===== config.mk =====
export PLATFORM = sky130hd
export DESIGN_NAME = qrs_sqrt
export DESIGN_NICKNAME = d
export VERILOG_FILES = /design/src/sv/qrs_pkg.sv /design/src/sv/qrs_sqrt.sv
export SDC_FILE = /design/constraint.sdc
export NUM_CORES = 2
export LEC_CHECK = 0
export BUFFER_PORTS_ARGS = -buffer_cell sky130_fd_sc_hd__buf_2
export CORE_UTILIZATION = 41
export CTS_BUF_LIST = sky130_fd_sc_hd__clkbuf_8 sky130_fd_sc_hd__clkbuf_16
export CTS_CLUSTER_DIAMETER = 40
export DETAILED_ROUTE_END_ITERATION = 8
export PLACE_DENSITY = 0.65
export RECOVER_POWER = 25
export SETUP_SLACK_MARGIN = 0.1
export SYNTH_ARGS = -nofsm -noshare
export SYNTH_HDL_FRONTEND = slang
export SYNTH_MEMORY_MAX_BITS = 65536
export SYNTH_SLANG_ARGS = --single-unit

===== constraint.sdc =====
create_clock -name clk -period 4.8 [get_ports clk]
set_input_delay 0.72 -clock clk [delete_from_list [all_inputs] [get_ports clk]]
set_output_delay 0.72 -clock clk [all_outputs]
set_load 0.01 [all_outputs]

===== src/sv/qrs_pkg.sv =====
// ----------------------------------------------------------------------------
// qrs_pkg
// Types, widths and codes shared by the quadratic root solver modules.
// ----------------------------------------------------------------------------
package qrs_pkg;

  localparam int WORD_BITS  = 32;
  localparam int FRAC_BITS  = 16;
  localparam int TOL_W      = 31;
  localparam int FIFO_DEPTH = 4;

  localparam int W    = WORD_BITS;
  localparam int DW   = 2 * W + 2;
  localparam int SW   = DW / 2;
  localparam int MW   = W + 2;
  localparam int DENW = W + 1;

  localparam logic [TOL_W-1:0] TOL_RESET = TOL_W'(66);

  typedef enum logic [2:0] {
    CLS_NONE,
    CLS_ALL,
    CLS_LIN,
    CLS_QUAD,
    CLS_ONE,
    CLS_TWO
  } cls_t;

  typedef enum logic [1:0] {
    CNT_NONE = 2'd0,
    CNT_ONE  = 2'd1,
    CNT_TWO  = 2'd2,
    CNT_ALL  = 2'd3
  } cnt_t;

  typedef struct packed {
    logic signed [W-1:0] coef_a;
    logic signed [W-1:0] coef_b;
    logic signed [W-1:0] coef_c;
  } in_t;

  typedef struct packed {
    logic [1:0]          root_count;
    logic signed [W-1:0] root_first;
    logic signed [W-1:0] root_second;
    logic                overflow;
  } out_t;

  typedef struct packed {
    cls_t         cls;
    logic [W-1:0] am;
    logic [W-1:0] bm;
    logic [W-1:0] cm;
    logic         an;
    logic         bn;
    logic         cn;
  } coef_t;

endpackage


===== src/sv/qrs_sqrt.sv =====
// ----------------------------------------------------------------------------
// qrs_sqrt
// Pipelined integer square root, one result bit per stage, rounded to
// nearest in a final stage.
// ----------------------------------------------------------------------------
module qrs_sqrt #(
  parameter int SIDE_W = 8
) (
  input  logic                   clk,
  input  logic                   rst_n,
  input  logic                   en,
  input  logic                   in_vld,
  input  logic [qrs_pkg::DW-1:0] in_x,
  input  logic [SIDE_W-1:0]      in_side,
  output logic                   out_vld,
  output logic [qrs_pkg::SW:0]   out_root,
  output logic [SIDE_W-1:0]      out_side
);
  import qrs_pkg::*;

  localparam int RW = SW + 2;

  logic              vld_r  [SW];
  logic [DW-1:0]     x_r    [SW];
  logic [RW-1:0]     rem_r  [SW];
  logic [SW-1:0]     root_r [SW];
  logic [SIDE_W-1:0] side_r [SW];

  logic              fin_vld_r;
  logic [SW:0]       fin_root_r;
  logic [SIDE_W-1:0] fin_side_r;

  for (genvar k = 0; k < SW; k++) begin : g_st
    logic              vld_i;
    logic [DW-1:0]     x_i;
    logic [RW-1:0]     rem_i, rem2, trial;
    logic [SW-1:0]     root_i;
    logic [SIDE_W-1:0] side_i;

    if (k == 0) begin : g_head
      assign vld_i  = in_vld;
      assign x_i    = in_x;
      assign rem_i  = '0;
      assign root_i = '0;
      assign side_i = in_side;
    end else begin : g_body
      assign vld_i  = vld_r[k-1];
      assign x_i    = x_r[k-1];
      assign rem_i  = rem_r[k-1];
      assign root_i = root_r[k-1];
      assign side_i = side_r[k-1];
    end

    assign rem2  = {rem_i[RW-3:0], x_i[DW-1 -: 2]};
    assign trial = {root_i, 2'b01};

    always_ff @(posedge clk) begin
      if (!rst_n) begin
        vld_r[k] <= 1'b0;
      end else if (en) begin
        vld_r[k] <= vld_i;
      end
    end

    always_ff @(posedge clk) begin
      if (en) begin
        x_r[k]    <= x_i << 2;
        side_r[k] <= side_i;
        if (rem2 >= trial) begin
          rem_r[k]  <= rem2 - trial;
          root_r[k] <= {root_i[SW-2:0], 1'b1};
        end else begin
          rem_r[k]  <= rem2;
          root_r[k] <= {root_i[SW-2:0], 1'b0};
        end
      end
    end
  end

  always_ff @(posedge clk) begin
    if (!rst_n) begin
      fin_vld_r <= 1'b0;
    end else if (en) begin
      fin_vld_r <= vld_r[SW-1];
    end
  end

  always_ff @(posedge clk) begin
    if (en) begin
      fin_side_r <= side_r[SW-1];
      fin_root_r <= (SW+1)'(root_r[SW-1])
                  + (SW+1)'(rem_r[SW-1] > RW'(root_r[SW-1]));
    end
  end

  assign out_vld  = fin_vld_r;
  assign out_root = fin_root_r;
  assign out_side = fin_side_r;

endmodule


; Word level (Yosys, flattened, before mapping)
; Memories as Yosys holds them, arrays and structs flattened. A register that Yosys moved wholly into a read port is not among the register bits.
; Cells that the tools add are included.
[classes]
n_addsub = 34
magnitude_cmp = 34
mux = 302
n_bitwise = 99
n_reduce_logical = 1
[ops]
columns = cell, n
row1 = 35-bit 2-to-1 mux, 33
row2 = 35-bit >= comparator, 32
row3 = 35-bit subtractor, 32
row4 = 33-bit 2-to-1 mux, 33
row5 = 1-bit 2-to-1 mux, 236
row6 = 1-bit bitwise OR, 99
row7 = 35-bit by 33-bit greater-than comparator with 1-bit output, 1
row8 = 33-bit by 1-bit adder with 34-bit output, 1
row9 = 2-bit by 1-bit subtractor with 3-bit output (second input constant), 1
row10 = 2-bit by 1-bit >= comparator with 1-bit output (second input constant), 1
row11 = 1-bit zero test, 1
[totals]
register_bits = 34
ramBits = 4653
out_inout_bits = 43
word_cells = 476
n_memories = 5
[memory_table]
columns = memory, words, width, read_ports, rd_ports_with_merged_regs, wr, line
row1 = x_r, 33, 64, 32, 0, 33, qrs_sqrt.sv:24  ; logic [DW-1:0] x_r [SW];
row2 = rem_r, 33, 35, 33, 0, 33, qrs_sqrt.sv:25  ; logic [RW-1:0] rem_r [SW];
row3 = root_r, 33, 33, 33, 0, 33, qrs_sqrt.sv:26  ; logic [SW-1:0] root_r [SW];
row4 = side_r, 33, 8, 33, 1, 33, qrs_sqrt.sv:27  ; logic [SIDE_W-1:0] side_r [SW];
row5 = vld_r, 33, 1, 33, 1, 33, qrs_sqrt.sv:23  ; logic vld_r [SW];

; Longest topological paths before layout
; An unclocked memory read counts as a cell.
[depth]
ltp_word = 6
depth_mapped = 20
ltp_nobuf = 20

; Worst setup path after synthesis
; No wires, ideal clock.
[synth_timing]
path_type = in2reg
startpoint = input en
endpoint = memory rem_r[32][0] (netlist bit), enable pin
setup_time_ns = 0.449
arrival_ns = 3.641
required_time_ns = 4.351
setup_slack_ns = 0.710
stages = 5
cell_sequence = clkbuf_1 > clkbuf_1 > clkbuf_1 > clkbuf_1 > clkbuf_1
[synth_lines]
columns = element, line
row1 = from (decl), qrs_sqrt.sv:11  ; input logic en,
row2 = to (decl), qrs_sqrt.sv:25

==> results.cfg <==
[route]
num_vias = 82600
wl_per_cell_um = 18.5
drt_pass1_iterations = 8
wl_um = 290000
ant_nets = 0
drc = 0
via_per_inst = 5.27
first_iter_violations = 6080

[grt]
grt_max_degree = 202
grt_util_all_layers_pct = 16.8
antenna_found_initial = 2
gr-total-overflow = 0
grt_pass1_vias = 82400
grt_pass1_wl_um = 456000

[setup_path]
critPathBufInv = 1
rrSetupSlack_ps = 530
crit_fanout = 5
critPathSlowestCell = edfxtp_1
reg2regPathDepth = 20
required_ps = 5480
cp-start-kind = register
critPathCaptureType = register
r2r_end = out_root[32]$_DFFE_PP_
worstPathCellList = inv_1 > ha_1 > a21o_1 > a21o_1 > a21oi_1 > nor2b_1 > o21ai_0 > a21oi_1 > nor3_1 > o211a_1 > nor2_1 > ha_1 > ha_1 > nand3_1 > nor2_1 > nand3_1 > nor2_1 > and4_1 > nand3_1 > xnor2_1
cp_top_family = simple AND/OR/NAND/NOR gates
path_class = reg -> reg
worst-endpoint-arrival_ps = 4950
startpoint = root_r[32][4]$_DFFE_PP_
rr_startpoint = root_r[32][4]$_DFFE_PP_
slowest_delay_ps = 360

[finish]
layout.nets = 11600
layout_commonest_cell = edfxtp_1
layout_common_cells = 2996 x edfxtp_1, 810 x inv_1, 790 x nand2_1
fillerInstances = 29000
stdcell_count = 15700
areaGrowthSynthToFinish_pct = 15.9
drive_gt1_share_pct = 10.2

[sta]
whs_ps = 202
grt_setup_unrepaired = false
relSlewSlack_pct = 26.8
setup_slack_ps = 526
finalMaxSlewViolations = 0
final-setup-viol-count = 0
tightest_slew_ps = 1100
fmax_ghz = 0.234
fin_worst_skew_ps = 65.7
post-route-min-period_ps = 4270
hold_viol_final = 0
finalSetupTns_ps = 0
period_share_pct = 89.1

[logic_synthesis]
synth_area_um2 = 138000
synth_compound_area_share_pct = 9.49
yosys_warnings = 0
synth_largest_area_cell = edfxtp_1
synth_seq_cells = 2999
syn_avg_cell_area_um2 = 13.2
synth-simple-area-share_pct = 9.78
synth_area_leaders = edfxtp_1 65%, ha_1 5.8%, xnor2_1 3.1%
synth_top_area_share_pct = 65.4
ys_types = 93
synthMuxAreaShare_pct = 0.901
synth_ff_type = edfxtp_1
synth_edf_count = 2996
syn_nets = 11200
synth_top_family_by_area = simple AND/OR/NAND/NOR gates
synth-xor-area-share_pct = 5.76
synth-adder-area-share_pct = 5.76
synth-seq-area-share_pct = 65.4
netlist_instances = 10500
synthArstFlopShare_pct = 0

[hold_path]
min_from = in_x[8]
min_path_type = in -> reg
hold_path_end = x_r[0][8]$_DFFE_PP_
worstHoldPathCells = 1

[clock_tree]
cts_root_buffer = clkbuf_16
clock_path_buffers = 4
cts_resized = 0
numCtsBuffers = 431
clk_pin_slew_ps = 60
clock-sinks = 2999
cts_max_level = 5
cts_tree = built
clk_latency_ps = 950

[floorplan]
core_area_um2 = 334000
initial_core_util_pct = 41.2
io_pins = 121
num_rows = 212
dieArea_um2 = 338000
die_w_um = 581
dieHeight_um = 581

[run_status]
status = complete, no violations

[pwr]
p_leak_nw = 60.5
max-vdd-ir-drop_v = 0.000414
p_per_area_nw_per_um2 = 522

[placed_design]
dp_slack_ps = 490
place_inst = 14800
io_buffers = 120
place_congestion = 0.892
hpwl_um = 204000

[run]
cap_violations = 0
-- worst register-to-register path, cell delays in order (launching register included) --
cell and delay, ps:
edfxtp_1 360, inv_1 90, ha_1 310, a21o_1 110, a21o_1 110, a21oi_1 70, nor2b_1 100, o21ai_0 100
a21oi_1 190, nor3_1 80, o211a_1 240, nor2_1 220, ha_1 220, ha_1 200, nand3_1 220, nor2_1 230
nand3_1 250, nor2_1 340, and4_1 320, nand3_1 110, xnor2_1 140
-- power by group --
part | internal, W | switching, W | total (W)
logic | 0.00666 | 0.00915 | 0.0158
registers | 0.0331 | 0.00212 | 0.0352
clock network | 0.0198 | 0.0124 | 0.0322
-- metrics by stage --
| step | utilization, % | power, W | instance area, µm² |
|---|---|---|---|
| finish | 47.8 | 0.0832 | 160000 |
| global route | 47.8 | 0.0872 | 160000 |
| floorplan | - | 0.0465 | 138000 |
| CTS | 47.8 | 0.0842 | 160000 |
| detailed placement | 43.1 | 0.0515 | 144000 |
| global placement | 43.1 | 0.0512 | 144000 |
-- cell families (layout without fill, tap and decap cells) --
kind of cell               after synthesis  in the layout
adders and majority gates              633            633
DFF                                   2999           2999
other                                    0              3
and+or+nand+nor                       2667           2667
xor gates and xnor gates               905            905
buffers and inverters                 1042           1880
muxes                                  112            112
AOI/OAI and AO/OA                     2095           2095
-- area by class of cell --
cell class                 count  area [µm²]  share of cell area [%]
sequential                  2999       90000                    56.4
clock buffer                 438       10900                    6.85
clock inverter               370        4150                    2.60
antenna                        3        7.51                 0.00471
timing repair buffer         290        2240                    1.41
tap                         4387        5490                    3.44
multi-input combinational   6412       43700                    27.4
inverter                     782        2940                    1.84
-- worst max path at each step --
stage	endpoint	slack (ps)	depth (start not counted)
after floorplan	rem_r[32][0]$_DFFE_PP_	710	5
final	out_root[32]$_DFFE_PP_	530	20
after CTS	out_root[32]$_DFFE_PP_	460	20
after global routing	out_root[32]$_DFFE_PP_	150	20
after global placement	out_root[31]$_DFFE_PP_	450	21
after detailed placement	out_root[32]$_DFFE_PP_	490	20
-- registers in the layout, summed over array words and instances, names as in the netlist --
signal,cells
root_r,561
out_root,34
out_vld,1
rem_r,1042
vld_r,33
out_side,8
side_r,264
x_r,1056
-- synth_stat cells (23+ instances only) --
cell type / count
xor2_1: 415
nor3b_1: 29
a211oi_1: 54
or3_1: 98
o31ai_1: 46
o21bai_1: 67
nand3b_1: 37
mux2_2: 91
nand4_1: 110
a31oi_1: 61
nand2_1: 790
clkbuf_1: 240
and4_1: 23
o211ai_1: 26
inv_1: 779
a21oi_1: 515
and2_1: 68
ha_1: 633
a21boi_0: 29
nor3_1: 239
nand3_1: 183
nor4_1: 125
o21ai_0: 653
and3_1: 85
edfxtp_1: 2996
o21a_1: 102
nor2_1: 480
nor4b_1: 26
or2_2: 47
nor2b_1: 78
nand2b_1: 125
xnor2_1: 490
or4_1: 69
a21o_1: 307
-- layer usage --
layer / up-vias / track usage [%] / wire [µm]
met5: - / 0 / 0
met4: 0 / 5.71 / 9220
met3: 585 / 2.12 / 13000
met2: 1971 / 29.1 / 143000
met1: 40100 / 21.6 / 125000
li1: 39900 / - / -
-- repair_timing --
action,in CTS,in global routing
hold endpoints to repair,72,0
hold buffers,72,0
setup buffers,0,0
Note: power is estimated with default switching activity, not from simulation.
