<file path="config.mk">
export PLATFORM = sky130hd
export DESIGN_NAME = qrs_front
export DESIGN_NICKNAME = d
export VERILOG_FILES = /design/src/sv/qrs_pkg.sv /design/src/sv/qrs_front.sv
export SDC_FILE = /design/constraint.sdc
export NUM_CORES = 1
export LEC_CHECK = 0
export BUFFER_PORTS_ARGS = -buffer_cell sky130_fd_sc_hd__buf_2
export CORE_MARGIN = 2
export CORE_UTILIZATION = 38
export CTS_CLUSTER_SIZE = 10
export DETAILED_ROUTE_END_ITERATION = 12
export PLACE_DENSITY_LB_ADDON = 0.3
export SETUP_SLACK_MARGIN = 0.1
export SYNTH_ARGS = -nofsm -noshare
export SYNTH_HDL_FRONTEND = slang
export SYNTH_SLANG_ARGS = --single-unit
export TNS_END_PERCENT = 10
</file>
<file path="constraint.sdc">
create_clock -name clk -period 5.7 [get_ports clk]
set_input_delay 0.855 -clock clk [delete_from_list [all_inputs] [get_ports clk]]
set_output_delay 0.855 -clock clk [all_outputs]
set_load 0.02 [all_outputs]
</file>
<file path="src/sv/qrs_pkg.sv">
// ----------------------------------------------------------------------------
// qrs_pkg
// Types, widths and codes shared by the quadratic root solver modules.
// ----------------------------------------------------------------------------
package qrs_pkg;

  localparam int WORD_BITS  = 32;
  localparam int FRAC_BITS  = 16;
  localparam int TOL_W      = 31;
  localparam int FIFO_DEPTH = 4;

  localparam int W    = WORD_BITS;
  localparam int DW   = 2 * W + 2;
  localparam int SW   = DW / 2;
  localparam int MW   = W + 2;
  localparam int DENW = W + 1;

  localparam logic [TOL_W-1:0] TOL_RESET = TOL_W'(66);

  typedef enum logic [2:0] {
    CLS_NONE,
    CLS_ALL,
    CLS_LIN,
    CLS_QUAD,
    CLS_ONE,
    CLS_TWO
  } cls_t;

  typedef enum logic [1:0] {
    CNT_NONE = 2'd0,
    CNT_ONE  = 2'd1,
    CNT_TWO  = 2'd2,
    CNT_ALL  = 2'd3
  } cnt_t;

  typedef struct packed {
    logic signed [W-1:0] coef_a;
    logic signed [W-1:0] coef_b;
    logic signed [W-1:0] coef_c;
  } in_t;

  typedef struct packed {
    logic [1:0]          root_count;
    logic signed [W-1:0] root_first;
    logic signed [W-1:0] root_second;
    logic                overflow;
  } out_t;

  typedef struct packed {
    cls_t         cls;
    logic [W-1:0] am;
    logic [W-1:0] bm;
    logic [W-1:0] cm;
    logic         an;
    logic         bn;
    logic         cn;
  } coef_t;

endpackage

</file>
<file path="src/sv/qrs_front.sv">
// ----------------------------------------------------------------------------
// qrs_front
// Takes coefficient words, forms magnitudes, classifies them against the
// tolerance and queues them for the back end.
// ----------------------------------------------------------------------------
module qrs_front (
  input  logic                        clk,
  input  logic                        rst_n,
  input  logic [qrs_pkg::TOL_W-1:0]   tol,
  input  logic                        in_push,
  input  qrs_pkg::in_t                in_data,
  output logic                        in_full,
  output logic                        q_vld,
  input  logic                        q_pop,
  output qrs_pkg::coef_t              q_data
);
  import qrs_pkg::*;

  localparam int PW   = $clog2(FIFO_DEPTH);
  localparam int CNTW = PW + 1;
  localparam int CMPW = (W > TOL_W) ? W : TOL_W;

  function automatic logic [W-1:0] mag_of(input logic [W-1:0] raw);
    return raw[W-1] ? (~raw + W'(1)) : raw;
  endfunction

  coef_t           cf;
  coef_t           mem_r [FIFO_DEPTH];
  logic [PW-1:0]   wr_r, wr_nxt, rd_r, rd_nxt;
  logic [CNTW-1:0] cnt_r, cnt_nxt;
  logic            push_ok, pop_ok;

  always_comb begin
    cf.am = mag_of(in_data.coef_a);
    cf.bm = mag_of(in_data.coef_b);
    cf.cm = mag_of(in_data.coef_c);
    cf.an = in_data.coef_a[W-1];
    cf.bn = in_data.coef_b[W-1];
    cf.cn = in_data.coef_c[W-1];
    if (CMPW'(cf.am) <= CMPW'(tol)) begin
      if (CMPW'(cf.bm) <= CMPW'(tol)) begin
        cf.cls = (CMPW'(cf.cm) <= CMPW'(tol)) ? CLS_ALL : CLS_NONE;
      end else begin
        cf.cls = CLS_LIN;
      end
    end else begin
      cf.cls = CLS_QUAD;
    end
  end

  assign in_full = (cnt_r == CNTW'(FIFO_DEPTH));
  assign q_vld   = (cnt_r != '0);
  assign push_ok = in_push && !in_full;
  assign pop_ok  = q_pop && q_vld;
  assign q_data  = mem_r[rd_r];

  always_comb begin
    wr_nxt  = push_ok ? PW'(wr_r + PW'(1)) : wr_r;
    rd_nxt  = pop_ok ? PW'(rd_r + PW'(1)) : rd_r;
    cnt_nxt = CNTW'(cnt_r + CNTW'(push_ok) - CNTW'(pop_ok));
  end

  always_ff @(posedge clk) begin
    if (!rst_n) begin
      wr_r  <= '0;
      rd_r  <= '0;
      cnt_r <= '0;
    end else begin
      wr_r  <= wr_nxt;
      rd_r  <= rd_nxt;
      cnt_r <= cnt_nxt;
    end
  end

  always_ff @(posedge clk) begin
    if (push_ok) begin
      mem_r[wr_r] <= cf;
    end
  end

endmodule

</file>
After elaboration in Yosys (flattened, before gate mapping)
Memories as Yosys holds them, arrays and structs flattened. A register that Yosys moved wholly into a read port is not among the register bits.
Index checks and enable logic that the tools add are counted.
- flip-flop bits (word level): 7
- RAM bits: 408
- memories: 1
- memories (name ; words ; width ; read ports ; clocked after memory_dff ; wr ports ; line ; RTL):
    mem_r ; 4 ; 102 ; 1 ; 1 ; 1 ; qrs_front.sv:28 ; coef_t mem_r [FIFO_DEPTH];
- add/subtract/negate cells: 7
- order comparisons: 3
- equal/unequal tests: 1
- muxes and demuxes: 10
- bitwise gates (word level): 3
- reductions and logical operators: 4
- operators with widths (kind ; number):
    32-bit by 1-bit adder with 32-bit output (second input constant) ; 3
    32-bit by 31-bit <= comparator with 1-bit output ; 3
    32-bit 2-to-1 mux ; 3
    32-bit inverter ; 3
    2-bit 2-to-1 mux ; 3
    2-bit by 1-bit adder with 2-bit output (second input constant) ; 2
    3-bit by 1-bit adder with 3-bit output ; 1
    3-bit == test (second input constant) ; 1
    1-bit 2-to-1 mux ; 3
    3-bit 2-to-1 mux ; 1
    3-bit nonzero test ; 1
    3-bit by 1-bit subtractor with 3-bit output ; 1
    1-bit logical AND ; 2
    1-bit zero test ; 1

Depth between registers and ports, before layout
Gate-level depths: netlist of the first run.
- word-level depth: 7
- gate-level depth with buffers: 17
- depth with buffers taken out: 17

Worst setup path after synthesis of the first run
Ideal clock, no wire load.
- path kind: input-to-reg
- start point: input in_data[3] in the netlist's numbering
- end point: memory mem_r[0][99] in the netlist's numbering (data pin)
- library setup time: 0.256 ns
- arrival time: 4.297 ns
- slack: 1.147 ns
- cell stages on the path: 15
- path buffers: 0
- path through: or2_1 -> or4_4 -> or3_4 -> nand2b_4 -> or4_4 -> o41ai_2 -> xnor2_1 -> ha_1 -> nand2_1 -> nor2_1 -> a211oi_1 -> o21ai_0 -> a21oi_1 -> a22oi_1 -> o41ai_1
- RTL lines (what ; line ; RTL):
    start, declared ; qrs_front.sv:11 ; input qrs_pkg::in_t in_data,
    end, declared ; qrs_front.sv:28 ;

==> flow_summary.toml, run 1 <==
[grt]
grt_pass1_vias = 11105
grt_pass1_wl_um = 71300
grt_usage_pct = 19.2
antenna_found_initial = 3
grt_max_degree = 101
overflow = 0

[logic_synthesis]
syn_nets = 1348
yosysTopAreaCell = "edfxtp_1"
synth_cells = 1114
ys.flop_type = "edfxtp_1"
ys_seq_area_share_pct = 64.9
yosysWarnings = 0
synth.cells.most_frequent = "edfxtp_1, ha_1, mux4_2"
synth_most_common_cell = "edfxtp_1"
synth_area_leaders = "edfxtp_1, mux4_2, ha_1, xnor2_1, nand2_1"
synth_edf_count = 404
ys_async_sr_fraction_pct = 0
synth.distinct_cells = 56
ys_ff_latch = 413
synth_top_area_share_pct = 64.0
avgSynthCellArea_um2 = 17.0
syn_area_um2 = 19000

[placed_design]
gp_congestion = 0.802
port_buffers = 233
place_hpwl_um = 34500
place_area_um2 = 21100

[sta]
post-route-period-util_pct = 81.2
relSlewSlack_pct = 25.0
slew_viol_final = 0
min_period_ps = 4630
final-setup-viol-count = 0
final_hold_viol_count = 0
rsz0062_at_grt = "false"
worstMarginPinSlew_ps = 1110
fin_skew_ps = 16.9
fmax_mhz = 216
setup_tns_ps = 0

[layout]
seqCellArea_um2 = 12300
fillers = 4337
drive_gt1_share_pct = 30.2
final_net_count = 1624
multi_input_area_um2 = 6370
final_area_um2 = 22400
area_delta_synth_final_pct = 18.2

[critical_path]
cp.depth = 19
path_buf_inv = 3
setup.worst_path.end_class = "register"
slowest_delay_ps = 530
path_cells = "buf_2 -> inv_1 -> ha_1 -> nand2b_1 -> or4_4 -> or3_4 -> nand2b_4 -> or4_4 -> o21ai_0 -> xnor2_1 -> ha_1 -> nand3_1 -> nor3_1 -> nand2_1 -> nor3_1 -> o31ai_1 -> a22oi_1 -> o41ai_1 -> buf_4"
critPathArrivalTime_ps = 4950
slowest_stage = "or4_4"
path_class = "in -> reg"
cp_max_fo = 7
reg2reg_depth = 4
start_kind = "input pin"
crit_required_ps = 6020
path_delay_family = "simple AND/OR/NAND/NOR gates"

[clock_tree]
cts_hold_buf = 0
tritoncts = "done"
cts_root_buffer = "clkbuf_16"
cts_inserted_buffers = 48
clk_path_buf_depth = 3
post_cts_buffers = 0
ctsResizeCount = 0
cts_sinks = 413
insertion_delay_ps = 580
clk_pin_slew_worst_paths_ps = 50
ctsHtreeMaxLevel = 2

[detailed_routing]
totalWireLength_um = 49200
via_per_inst = 5.30
num_vias = 11021
ant_nets = 0
drt_iter0_markers = 762
wire_per_inst_um = 23.7
firstDrtPassIters = 5
drc = 0

[floorplan]
die_x_um = 227
start_util_pct = 38.7
rows = 81
io_pins = 235
core-area_um2 = 49100
dieArea_um2 = 51700
fp.dieH_um = 227

[pwr]
power_density_nw_per_um2 = 408
p_leak_nw = 7.90
ir_drop_uv = 236

[min_path]
whs_path_depth = 1
hp-class = "in -> reg"

[flow_run]
drv_cap = 0

[outcome]
outcome = "completed"
==> worst paths after layout <==
kind,from,endpoint,slack [ps]
worst max register to register,cnt_r[1],mem_r[0][28],2930
worst max-delay path,in_data[0],mem_r[3][99],1070
worst min-delay path,in_data[0],mem_r[1][3],550
worst min register to register,rd_r[1],register,590
==> metrics by stage <==
stage	hold slack [ps]	total power [W]	cells	utilization (%)	setup slack, ps
6_report	548	0.00915	2079	45.7	1070
3_3_place_gp	557	0.00649	2004	43.0	589
5_1_grt	538	0.00956	2078	45.7	794
2_1_floorplan	528	0.00561	1114	-	1150
4_1_cts	518	0.00928	2078	45.7	1040
3_5_place_dp	573	0.00653	2004	43.0	431
==> area by class of cell <==
| cell class | count | area share [%] |
|---|---|---|
| antenna | 1 | 0.0112 |
| clock buffer | 70 | 5.82 |
| clock inverter | 4 | 0.190 |
| inverter | 43 | 0.720 |
| multi-input combinational | 625 | 28.4 |
| sequential | 413 | 55.0 |
| tap | 664 | 3.71 |
| timing repair buffer | 259 | 6.18 |
==> layer usage <==
metal | up-vias | track usage [%] | wire length (µm)
met1 | 5608 | 25.7 | 21300
met5 | - | 0 | 30
met3 | 80 | 3.41 | 2460
met4 | 4 | 6.87 | 1490
li1 | 5030 | - | -
met2 | 299 | 31.4 | 23900
==> state kept, by name, summed over array words and instances (netlist names), named ones only <==
signal  count
rd_r        2
cnt_r       3
mem_r     404
wr_r        2
==> cells in the final DEF, fill, tap and decap left out, drive strengths merged, types with 16 or more instances in the layout <==
| master | n |
|---|---|
| a21o | 17 |
| o21ai | 36 |
| xnor2 | 88 |
| mux4 | 101 |
| ha | 102 |
| inv | 43 |
| buf | 259 |
| nand2 | 50 |
| clkbuf | 70 |
| o31ai | 22 |
| edfxtp | 404 |
| nor2 | 16 |
| a21oi | 35 |
==> logic make-up after synthesis <==
logic type                 after synthesis  synth area share, %
AOI/OAI and AO/OA                      144                 5.00
xor gates and xnor gates                92                 4.25
adders and majority gates              103                 6.84
buffers and inverters                   76                 1.52
DFF                                    413                 64.9
muxes                                  102                 12.0
other                                    1               0.0198
and+or+nand+nor                        183                 5.40
==> power breakdown <==
part / leakage [nW] / switching [W] / internal, W
Clock: 0.650 / 0.00115 / 0.00160
Combinational: 3.47 / 0.00149 / 0.000987
Sequential: 3.78 / 0.000149 / 0.00377
Total: 7.90 / 0.00278 / 0.00636
No activity file was read; power rests on OpenSTA's default activity.
==> inputs of run 2 (changes only) <==
==> constraint.sdc (replaced) <==
create_clock -name clk -period 4.2 [get_ports clk]
set_input_delay 0.63 -clock clk [delete_from_list [all_inputs] [get_ports clk]]
set_output_delay 0.63 -clock clk [all_outputs]
set_load 0.02 [all_outputs]
==> run 2 against run 1 <==
Sequential share of layout area shrank 2.6 points. Global-route usage increased by 1.2 points. Setup slack lost 870 ps. Routed wire length grew 5.1%. Cell area up 5.0%. First-iteration DRC count rose by 19%. Largest cell class unchanged. Highest routed layer unchanged.
==> flow_summary.toml, run 2 (synthesis gave the netlist of run 1 again) <==
[outcome]
outcome = "completed"

[placed_design]
place_hpwl_um = 37200
port_buffers = 233
place_area_um2 = 22100
dp.cells = 2135
gp_congestion = 0.808

[floorplan]
rows = 81
core-area_um2 = 49100
start_util_pct = 38.7
die_x_um = 227
fp.dieH_um = 227
dieArea_um2 = 51700
io_pins = 235

[pwr]
ir_drop_uv = 231
p_clk_share_pct = 29.4
totalPowerFinal_w = 0.0126
intPower_w = 0.00877
power_frac_seq_pct = 42.0
power_density_nw_per_um2 = 534
p_comb_share_pct = 28.6
p_sw_w = 0.00382
p_leak_nw = 8.57
p_sw_share_pct = 30.3

[grt]
grt_max_degree = 56
overflow = 0
grt_pass1_wl_um = 75200
grt_usage_pct = 20.4
grt_pass1_vias = 11978
antenna_found_initial = 4

[clock_tree]
clk_path_buf_depth = 3
tritoncts = "done"
cts_inserted_buffers = 48
clk_pin_slew_worst_paths_ps = 50
insertion_delay_ps = 580
post_cts_buffers = 0
cts_sinks = 413
cts_root_buffer = "clkbuf_16"
ctsHtreeMaxLevel = 2

[critical_path]
start_kind = "input pin"
r2r-start = "cnt_r[1]"
startpoint = "in_data[47]"
crit_required_ps = 4550
r2r-end = "mem_r[2][58]"
critPathArrivalTime_ps = 4350
rrSetupSlack_ps = 1730
path_class = "in -> reg"
setup.worst_path.end_class = "register"
cp_max_fo = 5
reg2reg_depth = 4
endpoint = "mem_r[0][99]"

[layout]
drive_gt1_share_pct = 37.2
final_area_um2 = 23500
stdcell_count = 2204
final_common_cell = "edfxtp_1"
final_cell_mix = "edfxtp_1, buf_2, buf_4"
reg_top3 = "mem_r (404), cnt_r (3)"
largest_reg_flops = 404
final_net_count = 1755
area_delta_synth_final_pct = 24.2
top_register = "mem_r"

[sta]
final_hold_viol_count = 0
final-setup-viol-count = 0
rsz0062_at_grt = "true"
fin_skew_ps = 13.4
slew_viol_final = 0
min_period_ps = 4000
relSlewSlack_pct = 49.6
post-route-period-util_pct = 95.2
fmax_mhz = 250
worstMarginPinSlew_ps = 756

[detailed_routing]
firstDrtPassIters = 4
totalWireLength_um = 51700
drc = 0
drt_iter0_markers = 909
via_per_inst = 5.31
ant_nets = 0
wire_per_inst_um = 23.5
num_vias = 11694

[flow_run]
drv_cap = 0

[min_path]
hp-class = "in -> reg"
run 2: metal layers:
layer / up-vias / wire length [µm] / global-route usage, % / share of wire (%)
met5: - / 13 / 0 / 0.025
met4: 2 / 1680 / 7.34 / 3.2
met3: 87 / 2700 / 2.97 / 5.2
met2: 365 / 24800 / 33.4 / 48
met1: 5951 / 22500 / 27.8 / 44
li1: 5289 / - / - / -
run 2: power by group through the flow:
| stage | clock [W] | combinational, W | sequential (W) |
|---|---|---|---|
| finish | 0.00370 | 0.00359 | 0.00529 |
| global route | 0.00395 | 0.00388 | 0.00533 |
| CTS | 0.00379 | 0.00366 | 0.00530 |
| detailed placement | 0 | 0.00365 | 0.00538 |
| global placement | 0 | 0.00361 | 0.00535 |
| floorplan | 0 | 0.00230 | 0.00531 |
run 2: through the flow:
step / hold slack, ps / utilization [%] / setup slack [ps] / setup TNS, ps
5_1_grt: 324 / 48.0 / 1.87 / 0
2_1_floorplan: 528 / - / -30.8 / -123
3_3_place_gp: 559 / 45.1 / -372 / -2560
4_1_cts: 292 / 47.8 / 110 / 0
3_5_place_dp: 568 / 45.1 / -473 / -3200
6_report: 332 / 48.0 / 201 / 0
run 2: what timing repair did:
action / 4_1_cts / 5_1_grt
endpoints found under the hold margin: 0 / 0
hold buffers: 0 / 0
endpoints found under the setup margin: 0 / 8
resized for setup: 0 / 14
run 2: how the worst min path moves through the flow:
| stage | startpoint | end | slack [ps] | depth (start not counted) |
|---|---|---|---|---|
| finish | in_data[32] | mem_r[1][35] | 330 | 1 |
| global route | in_data[32] | mem_r[1][35] | 320 | 1 |
| CTS | in_data[32] | mem_r[0][35] | 290 | 1 |
| detailed placement | rd_r[1] | register | 570 | 2 |
| global placement | wr_r[1] | wr_r[1] | 560 | 2 |
| floorplan | wr_r[1] | wr_r[1] | 530 | 2 |
run 2: area by class of cell:
type / instances / area (µm²)
diodes: 1 / 2.50
flip-flops and latches: 413 / 12300
inverters: 43 / 161
clock inverters: 5 / 56.3
well taps: 664 / 831
repair buffers: 390 / 2420
fillers: 4289 / 25500
multi-input cells: 625 / 6470
clock buffers: 63 / 1290
run 2: worst max-delay path: stages:
cell     delay [ps]
buf_2           110
or4_1           590
nor4b_2         240
buf_4           170
nand2_1          60
or3_1           360
o31ai_2         280
xnor2_2         150
ha_1            320
nand4_1         150
nor4_2          320
nand4_1         160
o32a_1          420
o41ai_4         370
==> inputs of run 3 (changes only) <==
--- a/config.mk
+++ b/config.mk
@@ -6,11 +6,13 @@
 export NUM_CORES = 1
 export LEC_CHECK = 0
 export BUFFER_PORTS_ARGS = -buffer_cell sky130_fd_sc_hd__buf_2
+export CORE_ASPECT_RATIO = 1.75
 export CORE_MARGIN = 2
 export CORE_UTILIZATION = 38
 export CTS_CLUSTER_SIZE = 10
 export DETAILED_ROUTE_END_ITERATION = 12
 export PLACE_DENSITY_LB_ADDON = 0.3
+export RECOVER_POWER = 100
 export SETUP_SLACK_MARGIN = 0.1
 export SYNTH_ARGS = -nofsm -noshare
 export SYNTH_HDL_FRONTEND = slang
==> run 3 against run 2 <==
The run now ends with max-capacitance violations, max-slew violations left. Critical path type unchanged. Critical path depth increased by 1. First-iteration DRC count shrank 18%. Via count is 0.15% lower. Largest power group unchanged. Die area increased by 0.14%. Cell area down 2.3%. Non-clock buffer count unchanged. Clock skew down 3.4 ps. Sequential power is essentially flat. Flip-flop and latch count stayed put. Global-route usage fell by 0.37 points.
==> flow_summary.toml, run 3 (synthesis gave the netlist of run 1 again) <==
[floorplan]
core-area_um2 = 49500
io_pins = 235
rows = 108
dieArea_um2 = 51800
die_x_um = 173
start_util_pct = 38.3
fp.dieH_um = 300

[min_path]
whs_path_depth = 2
hp-class = "in -> reg"
worstHoldEndpoint = "wr_r[0]"
min_from = "rst_n"

[clock_tree]
clk_pin_slew_worst_paths_ps = 60
insertion_delay_ps = 540
cts_hold_buf = 0
clk_path_buf_depth = 3
cts_inserted_buffers = 47
cts_sinks = 413
tritoncts = "done"
ctsHtreeMaxLevel = 2
cts_root_buffer = "clkbuf_16"

[sta]
fmax_mhz = 253
slew_viol_final = 73
fin_skew_ps = 10.0
post-route-period-util_pct = 94.2
rsz0062_at_grt = "true"
worstMarginPinSlew_ps = 2550
min_period_ps = 3960
hold_slack_ps = 398
final_hold_viol_count = 0
final-setup-viol-count = 0
relSlewSlack_pct = -70.1
finalWorstSetupSlack_ps = 244

[outcome]
outcome = "finished, violations left"
violations = "max-capacitance violations, max-slew violations"

[placed_design]
place_hpwl_um = 38000
port_buffers = 233
gp_congestion = 0.885
place_ws_ps = -411

[grt]
grt_usage_pct = 20.0
antenna_found_initial = 3
grt_pass1_vias = 12039
grt_pass1_wl_um = 76100
overflow = 0
grt_max_degree = 83

[pwr]
ir_drop_uv = 284
p_leak_nw = 7.97
power_density_nw_per_um2 = 535

[detailed_routing]
wire_per_inst_um = 23.8
via_per_inst = 5.33
drt_iter0_markers = 742
totalWireLength_um = 52100
num_vias = 11676
firstDrtPassIters = 5
ant_nets = 0
drc = 0

[critical_path]
reg2reg_depth = 4
cp_max_fo = 4
setup.worst_path.end_class = "register"
r2r-end = "mem_r[2][96]"
start_kind = "input pin"
critPathArrivalTime_ps = 4290
rrSetupSlack_ps = 380
crit_required_ps = 4540
r2r-start = "cnt_r[1]"
path_class = "in -> reg"

[layout]
area_delta_synth_final_pct = 21.3
top_register = "mem_r"
final_cell_mix = "edfxtp_1, clkbuf_1, buf_2"
final_common_cell = "edfxtp_1"
drive_gt1_share_pct = 25.5
final_net_count = 1754
seqCellArea_um2 = 12300
reg_top3 = "mem_r (404), cnt_r (3)"
largest_reg_flops = 404
fillers = 4443
fin_util_pct = 46.5
multi_input_area_um2 = 6400

[flow_run]
drv_cap = 3
run 3: cell count changes in the layout (fill, tap and decap cells not counted), sizes merged:
cell / change
buf: -183
clkbuf: +178
inv: -2
bufinv: -1
run 3: report_power, final:
part	switching, W	total (W)	internal, W	leakage (nW)
clock	0.00148	0.00356	0.00208	0.626
combinational	0.00216	0.00345	0.00129	3.57
sequential	0.000175	0.00530	0.00513	3.78
run 3: layout make-up:
| type | count | share of cell area (%) |
|---|---|---|
| Antenna cell | 1 | 0.0109 |
| Clock buffer | 58 | 5.52 |
| Clock inverter | 2 | 0.0381 |
| Inverter | 43 | 0.702 |
| Multi-Input combinational cell | 625 | 27.8 |
| Sequential cell | 413 | 53.5 |
| Tap cell | 660 | 3.59 |
| Timing Repair Buffer | 390 | 8.80 |
run 3: how the worst max path moves through the flow:
stage | start | to | cells after the start
final | in_data[47] | mem_r[0][99] | 15
after global routing | in_data[0] | mem_r[2][99] | 18
after CTS | in_data[47] | mem_r[0][99] | 15
after detailed placement | in_data[47] | mem_r[3][99] | 15
after global placement | in_data[47] | mem_r[0][99] | 15
after floorplan | in_data[3] | mem_r[0][99] | 15
run 3: through the flow:
stage	instances	instance area (µm²)	total power [W]	TNS, ps
2_1_floorplan	1114	19000	0.00761	-123
3_3_place_gp	2129	22100	0.00903	-2530
3_5_place_dp	2129	22100	0.00909	-2650
4_1_cts	2189	23400	0.0126	0
5_1_grt	2192	23000	0.0128	-43.5
6_report	2192	23000	0.0123	0
run 3: worst max-delay path: stages:
cell and delay [ps]:
buf_2 100, or4_1 570, nor4b_2 240, clkbuf_4 180, nand2_1 50, or3_1 340
o31ai_2 210, xnor2_1 120, ha_1 310, nand4_1 150, nor4_1 280, buf_4 160
nand4_1 120, o32a_1 450, o41ai_4 370
run 3: repair_timing:
item	CTS	global route
buffers inserted	0	2
setup endpoints to repair	0	8
gates resized for setup	0	9
run 3: metal layers:
metal / global-route usage [%] / up-vias / wire (µm)
met5: 0 / - / 18
met4: 8.74 / 4 / 2410
met3: 2.99 / 102 / 2620
met2: 36.9 / 377 / 27700
met1: 22.9 / 5912 / 19300
li1: - / 5281 / -
